**src/rtl/grsd_pkg.sv**
```systemverilog
// Package for the grouped running standard deviation unit.
// Holds shared sizes, command and status codes, state machine type and
// controller/datapath interface structs. No dependencies.
`timescale 1ns / 1ps
package grsd_pkg;

  localparam int Groups     = 64;
  localparam int GroupBits  = 6;
  localparam int CountBits  = 24;
  localparam int MeanBits   = 48;
  localparam int M2Bits     = 64;
  localparam int SampleBits = 32;

  localparam logic CmdAdd  = 1'b0;
  localparam logic CmdRead = 1'b1;

  localparam logic [1:0] StatusOk        = 2'd0;
  localparam logic [1:0] StatusUndefined = 2'd1;
  localparam logic [1:0] StatusEmpty     = 2'd2;
  localparam logic [1:0] StatusOverflow  = 2'd3;

  typedef enum logic [3:0] {
    ST_IDLE,
    ST_FETCH,
    ST_LOAD,
    ST_DIV1,
    ST_MEAN,
    ST_MUL,
    ST_M2,
    ST_RDIV,
    ST_SQRT,
    ST_OUT
  } state_t;

  // Commands from controller to datapath.
  typedef struct packed {
    logic capture;     // latch the input transaction
    logic load;        // latch entry read data and set up the operation
    logic div_start;   // start the iterative divider
    logic div_step;    // run one divider step
    logic mean_upd;    // apply quotient to the mean
    logic mul;         // accumulate one partial product of the deviations
    logic m2_write;    // fold the increment and write the entry back
    logic rdiv_load;   // set up the read-out division
    logic sqrt_start;  // start the square root
    logic sqrt_step;   // run one square root step
    logic clear;       // clear the entry on read-out
    logic out_load;    // load the result register
  } cmd_t;

  // Status from datapath to controller.
  typedef struct packed {
    logic is_read;
    logic used;
    logic div_done;
    logic mul_done;
    logic sqrt_done;
    logic special;     // read that needs no arithmetic
  } stat_t;

endpackage

```
**src/rtl/grsd_ctrl.sv**
```systemverilog
// Controller state machine of the grouped running standard deviation unit.
// Sequences fetch, divide, multiply, write-back and read-out steps.
// Depends on grsd_pkg.
`timescale 1ns / 1ps
module grsd_ctrl (
  input  logic            clk,
  input  logic            rst,
  input  logic            in_valid,
  output logic            in_ready,
  output logic            out_valid,
  input  logic            out_ready,
  input  grsd_pkg::stat_t sts,
  output grsd_pkg::cmd_t  ctl
);

  grsd_pkg::state_t state, state_next;
  logic             out_valid_next;

  always_ff @(posedge clk) begin
    if (rst) begin
      state     <= grsd_pkg::ST_IDLE;
      out_valid <= 1'b0;
    end else begin
      state     <= state_next;
      out_valid <= out_valid_next;
    end
  end

  always_comb begin
    state_next     = state;
    ctl            = '0;
    in_ready       = 1'b0;
    out_valid_next = out_valid && !out_ready;
    case (state)
      grsd_pkg::ST_IDLE: begin
        in_ready = 1'b1;
        if (in_valid) begin
          ctl.capture = 1'b1;
          state_next  = grsd_pkg::ST_FETCH;
        end
      end
      grsd_pkg::ST_FETCH: state_next = grsd_pkg::ST_LOAD;
      grsd_pkg::ST_LOAD: begin
        ctl.load = 1'b1;
        if (sts.is_read) begin
          state_next = sts.used ? grsd_pkg::ST_RDIV : grsd_pkg::ST_OUT;
        end else begin
          state_next = grsd_pkg::ST_DIV1;
        end
      end
      grsd_pkg::ST_DIV1: begin
        ctl.div_start = 1'b1;
        state_next    = grsd_pkg::ST_MEAN;
      end
      grsd_pkg::ST_MEAN: begin
        if (sts.div_done) begin
          ctl.mean_upd = 1'b1;
          state_next   = grsd_pkg::ST_MUL;
        end else begin
          ctl.div_step = 1'b1;
        end
      end
      grsd_pkg::ST_MUL: begin
        if (sts.mul_done) begin
          state_next = grsd_pkg::ST_M2;
        end else begin
          ctl.mul = 1'b1;
        end
      end
      grsd_pkg::ST_M2: begin
        ctl.m2_write = 1'b1;
        state_next   = grsd_pkg::ST_IDLE;
      end
      grsd_pkg::ST_RDIV: begin
        ctl.clear = 1'b1;
        if (sts.special) begin
          state_next = grsd_pkg::ST_OUT;
        end else begin
          ctl.rdiv_load = 1'b1;
          state_next    = grsd_pkg::ST_SQRT;
        end
      end
      grsd_pkg::ST_SQRT: begin
        if (!sts.div_done) begin
          ctl.div_step = 1'b1;
        end else begin
          ctl.sqrt_start = 1'b1;
          state_next     = grsd_pkg::ST_OUT;
        end
      end
      grsd_pkg::ST_OUT: begin
        if (!sts.sqrt_done) begin
          ctl.sqrt_step = 1'b1;
        end else if (!out_valid || out_ready) begin
          ctl.out_load   = 1'b1;
          out_valid_next = 1'b1;
          state_next     = grsd_pkg::ST_IDLE;
        end
      end
      default: state_next = grsd_pkg::ST_IDLE;
    endcase
  end

  a_one_op: assert property (@(posedge clk) disable iff (rst)
    $onehot0({ctl.m2_write, ctl.out_load, ctl.capture})) else $error("op clash");
  a_out_hold: assert property (@(posedge clk) disable iff (rst)
    ctl.out_load |-> !out_valid || out_ready) else $error("result overwritten");
  a_ready_idle: assert property (@(posedge clk) disable iff (rst)
    in_ready |-> state == grsd_pkg::ST_IDLE) else $error("ready outside idle");

endmodule

```
**config.mk**
```make
export PLATFORM = sky130hd
export DESIGN_NAME = grsd_ctrl
export DESIGN_NICKNAME = d
export VERILOG_FILES = /design/src/rtl/grsd_pkg.sv /design/src/rtl/grsd_ctrl.sv
export SDC_FILE = /design/constraint.sdc
export NUM_CORES = 1
export LEC_CHECK = 0
export BUFFER_PORTS_ARGS = -buffer_cell sky130_fd_sc_hd__buf_4
export CORE_AREA = 2 2 39 41
export DETAILED_ROUTE_END_ITERATION = 7
export DIE_AREA = 0 0 41 43
export GPL_TIMING_DRIVEN = 0
export PLACE_DENSITY = 0.66
export SYNTH_ARGS = -nofsm -noshare
export SYNTH_HDL_FRONTEND = slang
export SYNTH_SLANG_ARGS = --single-unit
```
**constraint.sdc**
```tcl
create_clock -name clk -period 1.57 [get_ports clk]
set_clock_uncertainty 0.1 [all_clocks]
set_input_delay 0.0785 -clock clk [delete_from_list [all_inputs] [get_ports clk]]
set_output_delay 0.0785 -clock clk [all_outputs]
set_load 0.005 [all_outputs]
```
==> impl_metrics.yaml, run 1 <==
cells_and_area:
  utilization_pct: 55.43
  area_growth_pct: 62.17
  finalInstanceArea_um2: 767.0
  final_nets: 99
  antenna_cells_inserted: 0
  final_cells: 104
  final_layout_size_suffix_gt1_share_pct: 44.32
route:
  route.met2.wl_um: 591
  wl_met1_um: 563
  vias_per_cell: 5.202
  detail-route-antenna-nets: 0
  drt-initial-drc-count: 3
  drc: 0
  top_layer_used: "met3"
  dr_wl_met3_um: 55
  firstDrtPassIters: 2
  routedWlPerCell_um: 11.63
  vias: 541
  routed_wirelength_um: 1209
die:
  coreArea_um2: 1384
  die_w_um: 41
  initial_utilization_pct: 34.18
  die_h_um: 43
  ioPinCount: 24
  row_count: 14
  die_area_um2: 1763
sta:
  finalCritPeriodShare_pct: 97.16
  setup_ws_ps: 44.57
  period_needed_ps: 1525
  rsz0062_at_grt: "true"
  tightest_slew_ps: 306.7
  setup_violations: 0
  final-hold-violation-count: 0
  slew_viol_final: 0
  timing.fmax_mhz: 655.6
  relSlewSlack_pct: 79.52
yosys:
  synth_ff_type: "dfxtp_1"
  yosys-top-cells-area: "dfxtp_1, mux2i_1, nor3b_1"
  synth.avg_cell_area_um2: 7.883
  yosys.area.top_type: "dfxtp_1"
  ys_seq_area_share_pct: 21.16
  ys_ff_latch: 5
  yosysWarnings: 0
  async_flop_share_pct: 0
  synth_top_area_share_pct: 21.16
  syn_area_um2: 473.0
  syn_inst: 60
  syn_nets: 70
  synthTopCellsByCount: "dfxtp_1, nor2_1, nor3_1"
  synth-edff-count: 0
  ys_types: 28
setup_path:
  cpPeakStageDelay_ps: 530
  path_depth: 5
  crit_path_start_kind: "register"
  setup.worst_path.start: "state[2]"
  path_class: "register to register"
  path_buf_inv: 1
  cp_max_fo: 18
  path_cells: "buf_12 -> or4b_4 -> a21oi_2 -> o21bai_1 -> mux2i_1"
  crit_family: "simple AND/OR/NAND/NOR gates"
  reg2reg_depth: 5
  timing.rr.start: "state[2]"
  crit_required_ps: 1630
  crit_slowest_cell: "or4b_4"
  critPathArrivalTime_ps: 1590
  endpoint_kind: "register"
worst_hold_path:
  hold_class: "input port to register"
  min_from: "out_ready"
  hold-path-cell-count: 4
place:
  portBuffers: 23
  dpl.hpwl_um: 936.2
  place_congestion: 0.7612
  dp_worst_setup_slack_ps: 90.99
  dpl-instance-area_um2: 665.6
  place_inst: 99
power:
  switching_share_pct: 30.12
  power.density_nw_per_um2: 613.4
  irDropWorstVdd_mv: 0.4692
  p_leak_nw: 0.3159
  p_int_mw: 0.3287
  power.share.sequential_pct: 31.7
  p_total_mw: 0.4704
  clkPwrFrac_pct: 32.0
  combPwrFrac_pct: 36.3
  p_switching_mw: 0.1417
cts:
  htreeDepth: 1
  clkLatencyLatePin_ps: 240
  clock-sinks: 5
  cts-root-buf: "clkbuf_4"
  clkTransAtPathRegs_ps: 50
  cts_tree: "done"
  cts_buffers: 3
  cts_max_path_buffers: 2
global_routing:
  antenna_found_initial: 0
  grt_overflow_total: 0
  grt_pass1_vias: 441
  grt_max_degree: 19
  grtUsageTotal_pct: 15.28
  grt_pass1_wl_um: 1807
flow_run:
  max_cap_viol_count: 0
run_status:
  status: "completed"
cells by family after synthesis:
| group | count (synthesis) | synth area share, % |
|---|---|---|
| compound gates | 10 | 15.08 |
| buf+inv | 6 | 7.671 |
| flops | 5 | 21.16 |
| mux | 4 | 8.466 |
| simple gates | 33 | 43.38 |
| fa+ha+maj | 1 | 2.381 |
| xor+xnor | 1 | 1.852 |
worst paths after layout:
path / endpoint / slack, ps
worst max-delay path: state[3] / 40
worst min-delay path: out_valid / 70
worst max register to register: state[3] / 40
worst min register to register: state[2] / 540
area by class of cell:
class / count / area [µm²]
sequential: 5 / 106.4
tap: 16 / 20.02
fill: 136 / 616.8
multi-input combinational: 49 / 367.9
inverter: 1 / 3.754
buffer: 4 / 50.05
clock buffer: 4 / 26.28
timing repair buffer: 25 / 192.7
metrics by stage:
step	setup TNS [ps]	hold WS, ps
after global routing	-12.23	91.12
after detailed placement	0	184.5
after floorplan	0	47.91
final	0	71.44
after CTS	0	75.68
after global placement	0	184.6
layer usage:
metal	up-vias	track usage (%)
li1	277	-
met3	0	7.853
met1	251	20.00
met4	0	4.000
met2	13	21.56
met5	-	0
layout by cell type, fill, tap and decap left out, types with 2 or more instances in the layout:
master,Yosys,layout
a21oi_1,4,3
and2_1,2,2
buf_4,1,24
buf_6,1,2
clkbuf_4,0,3
dfxtp_1,5,2
dfxtp_2,0,2
dlygate4sd3_1,0,2
mux2i_1,4,4
nand2_1,3,3
nand2b_1,2,2
nor2_1,5,5
nor2b_1,4,4
nor3_1,5,5
nor3b_1,4,4
nor4_1,4,3
power groups by stage:
stage	combinational, mW	clock (mW)	sequential [mW]
after floorplan	0.0852	0	0.145
after global placement	0.142	0	0.147
after detailed placement	0.143	0	0.148
after CTS	0.152	0.157	0.146
after global routing	0.187	0.167	0.151
final	0.171	0.150	0.149
state kept, by name, indices dropped and copies added (netlist names):
register	cells
out_valid	1
state	4
worst min-delay path, cell delays in order:
cell and delay, ps:
buf_4 80, nor2b_1 50, a21oi_1 120, nor2_1 40
what timing repair did:
item,CTS,global route
setup endpoints to repair,4,8
endpoints found under the hold margin,4,0
pin swaps,0,2
gates resized for setup,3,16
setup buffers,0,0
hold buffers,2,0
No activity file was read; power rests on OpenSTA's default activity.
==> run 2, diff against run 1 <==
- CELL_PAD_IN_SITES_DETAIL_PLACEMENT: not set -> 1
- CELL_PAD_IN_SITES_GLOBAL_PLACEMENT: not set -> 2
- CORE_AREA: 2 2 39 41 -> 2 2 50 52
- DIE_AREA: 0 0 41 43 -> 0 0 52 54
- GPL_ROUTABILITY_DRIVEN: not set -> 0
- PLACE_DENSITY: 0.66 -> 0.81
==> run 2 against run 1 <==
  * Combinational power is 7% lower
  * Sequential share of layout area is 0.29 points lower
  * Routed wire length is 16% higher
==> impl_metrics.yaml, run 2 (synthesized netlist as in run 1, its figures left out) <==
cts:
  cts_tree: "done"
  clkTransAtPathRegs_ps: 50
  htreeDepth: 1
  cts-root-buf: "clkbuf_4"
  cts_max_path_buffers: 2
  clock-sinks: 5
  cts_buffers: 3
  clkLatencyLatePin_ps: 250
route:
  vias: 537
  drc: 0
  routed_wirelength_um: 1408
  detail-route-antenna-nets: 0
  firstDrtPassIters: 4
  vias_per_cell: 4.551
  routedWlPerCell_um: 11.93
  drt-initial-drc-count: 2
global_routing:
  grt_pass1_vias: 453
  grt_overflow_total: 0
  antenna_found_initial: 0
  grt_max_degree: 19
  grtUsageTotal_pct: 10.31
  grt_pass1_wl_um: 2173
setup_path:
  critPathCapture: "state[3]"
  rr_endpoint: "state[3]"
  timing.rr.start: "state[2]"
  path_cells: "buf_6 -> mux2i_1 -> mux2i_1 -> o311ai_2 -> mux2i_1"
  crit_path_start_kind: "register"
  critPathArrivalTime_ps: 1610
  crit_required_ps: 1640
  cpPeakStageDelay_ps: 330
  path_depth: 5
  crit_family: "multiplexers"
  endpoint_kind: "register"
  reg2reg_depth: 5
  r2r_setup_slack_ps: 30
  cp_max_fo: 18
  path_buf_inv: 1
  worst_path_most_repeated_cell: "mux2i_1"
  crit_slowest_cell: "o311ai_2"
  setup.worst_path.start: "state[2]"
  path_class: "register to register"
place:
  place_inst: 113
  portBuffers: 23
  dpl.hpwl_um: 1048
sta:
  tightest_slew_ps: 347.5
  finalCritPeriodShare_pct: 98.29
  slew_viol_final: 0
  rsz0062_at_grt: "true"
  final-hold-violation-count: 0
  period_needed_ps: 1543
  timing.fmax_mhz: 648.1
  setup_violations: 0
  relSlewSlack_pct: 76.79
die:
  die_w_um: 52
  ioPinCount: 24
  initial_utilization_pct: 20.39
  coreArea_um2: 2320
  die_area_um2: 2808
  die_h_um: 54
  row_count: 18
cells_and_area:
  utilization_pct: 32.58
  layout_commonest_cell: "buf_4"
  top_regs: "state: 4 flops, out_valid: 1 flops"
  final_cells: 118
  final_nets: 99
  antenna_cells_inserted: 0
  final_layout_size_suffix_gt1_share_pct: 43.18
  ff_latch_area_um2: 102.6
  fillCellCount: 294
  multi_input_area_um2: 357.8
  area_growth_pct: 59.79
  regMostFlops: "state"
  final_cell_mix: "buf_4, nor2_1, nor3_1"
  largest_register_ffs: 4
power:
  p_int_mw: 0.3150
  switching_share_pct: 31.60
  power.density_nw_per_um2: 609.4
  power.share.sequential_pct: 32.0
  p_leak_nw: 0.3086
  clkPwrFrac_pct: 33.4
  p_total_mw: 0.4605
  combPwrFrac_pct: 34.6
  irDropWorstVdd_mv: 0.4683
  p_switching_mw: 0.1455
run_status:
  status: "completed"
flow_run:
  max_cap_viol_count: 0
worst_hold_path:
  hold_class: "input port to register"
==> run 2: power by group through the flow <==
stage | logic [mW] | clock network (mW) | registers [mW]
6_report | 0.159 | 0.154 | 0.147
5_1_grt | 0.175 | 0.173 | 0.149
4_1_cts | 0.152 | 0.156 | 0.146
3_5_place_dp | 0.145 | 0 | 0.148
3_3_place_gp | 0.144 | 0 | 0.147
2_1_floorplan | 0.0852 | 0 | 0.145
==> run 2: tightest hold or removal path, stage by stage <==
cell	delay, ps
buf_4	100
a21oi_1	70
nor2_1	80
==> run 2: timing repair <==
action                                 4_1_cts  5_1_grt
pin swaps                                    0        1
endpoints found under the hold margin        4        0
buffers inserted                             0        1
cloned                                       0        0
setup endpoints to repair                    4        8
gates resized for setup                      3        8
hold buffers                                 1        0
==> run 2: layout make-up <==
cell class | count | share of cell area [%]
multi-input cells | 49 | 47.35
repair buffers | 25 | 25.17
flip-flops and latches | 5 | 13.58
plain buffers | 4 | 4.967
well taps | 30 | 4.967
clock buffers | 4 | 3.477
inverters | 1 | 0.4967
==> run 2: routing by layer <==
| layer | wire (µm) | share of wire, % | track usage, % | vias up |
|---|---|---|---|---|
| met5 | 0 | 0 | 0 | - |
| met4 | 0 | 0 | 1.316 | 0 |
| met2 | 615 | 44 | 14.98 | 18 |
| met3 | 114 | 8.1 | 4.444 | 0 |
| met1 | 677 | 48 | 14.33 | 240 |
| li1 | - | - | - | 279 |
==> run 2: per-stage QoR <==
step | hold WS (ps) | setup WS, ps | TNS (ps) | cell area, µm²
2_1_floorplan | 47.91 | 180.7 | 0 | 473.0
3_3_place_gp | 190.1 | 105.5 | 0 | 683.2
3_5_place_dp | 194.3 | 84.19 | 0 | 683.2
4_1_cts | 14.93 | 9.312 | 0 | 730.7
5_1_grt | 35.32 | -56.68 | -81.90 | 755.7
6_report | 8.150 | 26.92 | 0 | 755.7
==> run 2: worst min path at each step <==
stage | startpoint | cells after the start | endpoint | slack [ps]
global route | sts[1] | 3 | out_valid | 40
CTS | sts[1] | 3 | out_valid | 10
detailed placement | rst | 2 | state[0] | 190
global placement | rst | 2 | state[0] | 190
finish | sts[1] | 3 | out_valid | 8
floorplan | rst | 1 | state[0] | 50
==> run 3, diff against run 2 <==
- SETUP_SLACK_MARGIN: not set -> 0.3
==> run 3 against run 2 <==
  * Critical path depth rose by 1
  * Maximum frequency is 0.97% lower
  * Worst hold slack gained 69 ps
  * Largest power group unchanged
  * Global-route usage is 3.0 points higher
  * Core utilization is 11 points higher
  * Largest cell class unchanged
==> impl_metrics.yaml, run 3 (synthesized netlist as in run 1, its figures left out) <==
setup_path:
  critPathArrivalTime_ps: 1600
  critPathCapture: "state[1]"
  path_cells: "buf_6 -> buf_6 -> nor3b_2 -> o21ai_2 -> o311ai_2 -> nor4_1"
  cp_max_fo: 6
  r2r_setup_slack_ps: 10
  rr_endpoint: "state[1]"
  timing.rr.start: "state[2]"
  crit_path_start_kind: "register"
  reg2reg_depth: 6
  crit_slowest_cell: "nor4_1"
  setup.worst_path.start: "state[2]"
  endpoint_kind: "register"
  path_class: "register to register"
  crit_required_ps: 1610
  worst_path_most_repeated_cell: "buf_6"
  cpPeakStageDelay_ps: 320
cells_and_area:
  largest_register_ffs: 4
  final_cell_mix: "buf_4, buf_6, nor2b_1, nor2_1"
  final_nets: 113
  area_growth_pct: 114.5
  layout_commonest_cell: "buf_4"
  regMostFlops: "state"
  utilization_pct: 43.74
  final_layout_size_suffix_gt1_share_pct: 65.69
  multi_input_area_um2: 466.7
  antenna_cells_inserted: 0
  top_regs: "state: 4 flops, out_valid: 1 flops"
  final_cells: 132
  fillCellCount: 279
  finalInstanceArea_um2: 1015
  ff_latch_area_um2: 108.9
sta:
  final-hold-violation-count: 0
  period_needed_ps: 1558
  setup_ws_ps: 11.81
  timing.fmax_mhz: 641.8
  whs_ps: 77.58
  finalCritPeriodShare_pct: 99.25
  tightest_slew_ps: 289.6
  rsz0062_at_grt: "true"
  slew_viol_final: 0
  setup_violations: 0
  fin_setup_tns_ps: 0
  relSlewSlack_pct: 80.66
run_status:
  status: "completed"
route:
  firstDrtPassIters: 3
  top_layer_used: "met3"
  wl_met1_um: 781
  detail-route-antenna-nets: 0
  routed_wirelength_um: 1982
  vias_per_cell: 4.758
  drc: 0
  vias: 628
  routedWlPerCell_um: 15.02
  dr_wl_met3_um: 98
  route.met2.wl_um: 1101
  drt-initial-drc-count: 5
place:
  portBuffers: 23
  place_inst: 113
  dpl.hpwl_um: 1128
  dpl-instance-area_um2: 693.2
  dp_worst_setup_slack_ps: 71.80
cts:
  cts_max_path_buffers: 2
  cts-root-buf: "clkbuf_4"
  cts_tree: "done"
  clkTransAtPathRegs_ps: 50
  clock-sinks: 5
  clkLatencyLatePin_ps: 240
  cts_buffers: 3
  htreeDepth: 1
die:
  row_count: 18
  die_area_um2: 2808
  initial_utilization_pct: 20.39
  coreArea_um2: 2320
  die_w_um: 52
  ioPinCount: 24
  die_h_um: 54
global_routing:
  grt_pass1_wl_um: 2808
  antenna_found_initial: 0
  grtUsageTotal_pct: 13.34
  grt_pass1_vias: 618
  grt_overflow_total: 0
  grt_max_degree: 11
worst_hold_path:
  hold_class: "input port to register"
  hold-path-cell-count: 4
power:
  power.density_nw_per_um2: 555.4
  irDropWorstVdd_mv: 0.3591
  p_leak_nw: 0.4125
  p_total_mw: 0.5635
flow_run:
  max_cap_viol_count: 0
==> run 3: cell types whose count changed in the layout (fill, tap and decap cells not counted), moves of 2 or more <==
cell,delta
mux2i_1,-2
buf_6,+3
mux2i_2,+2
nor4_4,+2
dfxtp_4,+2
nor3_1,-3
nor3b_1,-3
buf_8,+2
buf_4,+7
nor3b_2,+3
nor3_2,+2
==> run 3: worst min-delay path by stage <==
stage | slack (ps) | start | end
2_1_floorplan | 50 | rst | state[0]
3_3_place_gp | 190 | rst | state[0]
3_5_place_dp | 190 | rst | out_valid
4_1_cts | 60 | out_ready | out_valid
5_1_grt | 110 | out_ready | out_valid
6_report | 80 | out_ready | out_valid
==> run 3: timing repair <==
action | in CTS | in global routing
endpoints found under the setup margin | 17 | 16
gates cloned | 0 | 1
setup buffers | 3 | 9
hold buffers | 2 | 0
gates resized for setup | 19 | 22
pin swaps | 6 | 11
hold endpoints to repair | 4 | 0
==> run 3: area by class of cell <==
type                    count  area share (%)
flip-flops and latches      5           10.73
plain buffers               5           7.152
repair buffers             38           29.47
well taps                  30           3.699
inverters                   1          0.3699
clock buffers               4           2.589
multi-input cells          49           45.99
==> run 3: worst max-delay path, delay by kind of cell, from the launching register on <==
kind,cells,cell delay [ps]
AOI/OAI and AO/OA,2,330
buffers and inverters,2,250
DFF,1,310
and+or+nand+nor,2,470
==> run 3: power breakdown <==
part / switching (mW) / internal (mW)
clock: 0.0540 / 0.0962
combinational: 0.120 / 0.145
sequential: 0.0128 / 0.135
==> run 3: layer usage <==
layer,up-vias,GRT usage [%]
met1,305,15.32
met4,0,2.632
met5,-,0
li1,304,-
met3,0,3.611
met2,19,24.68
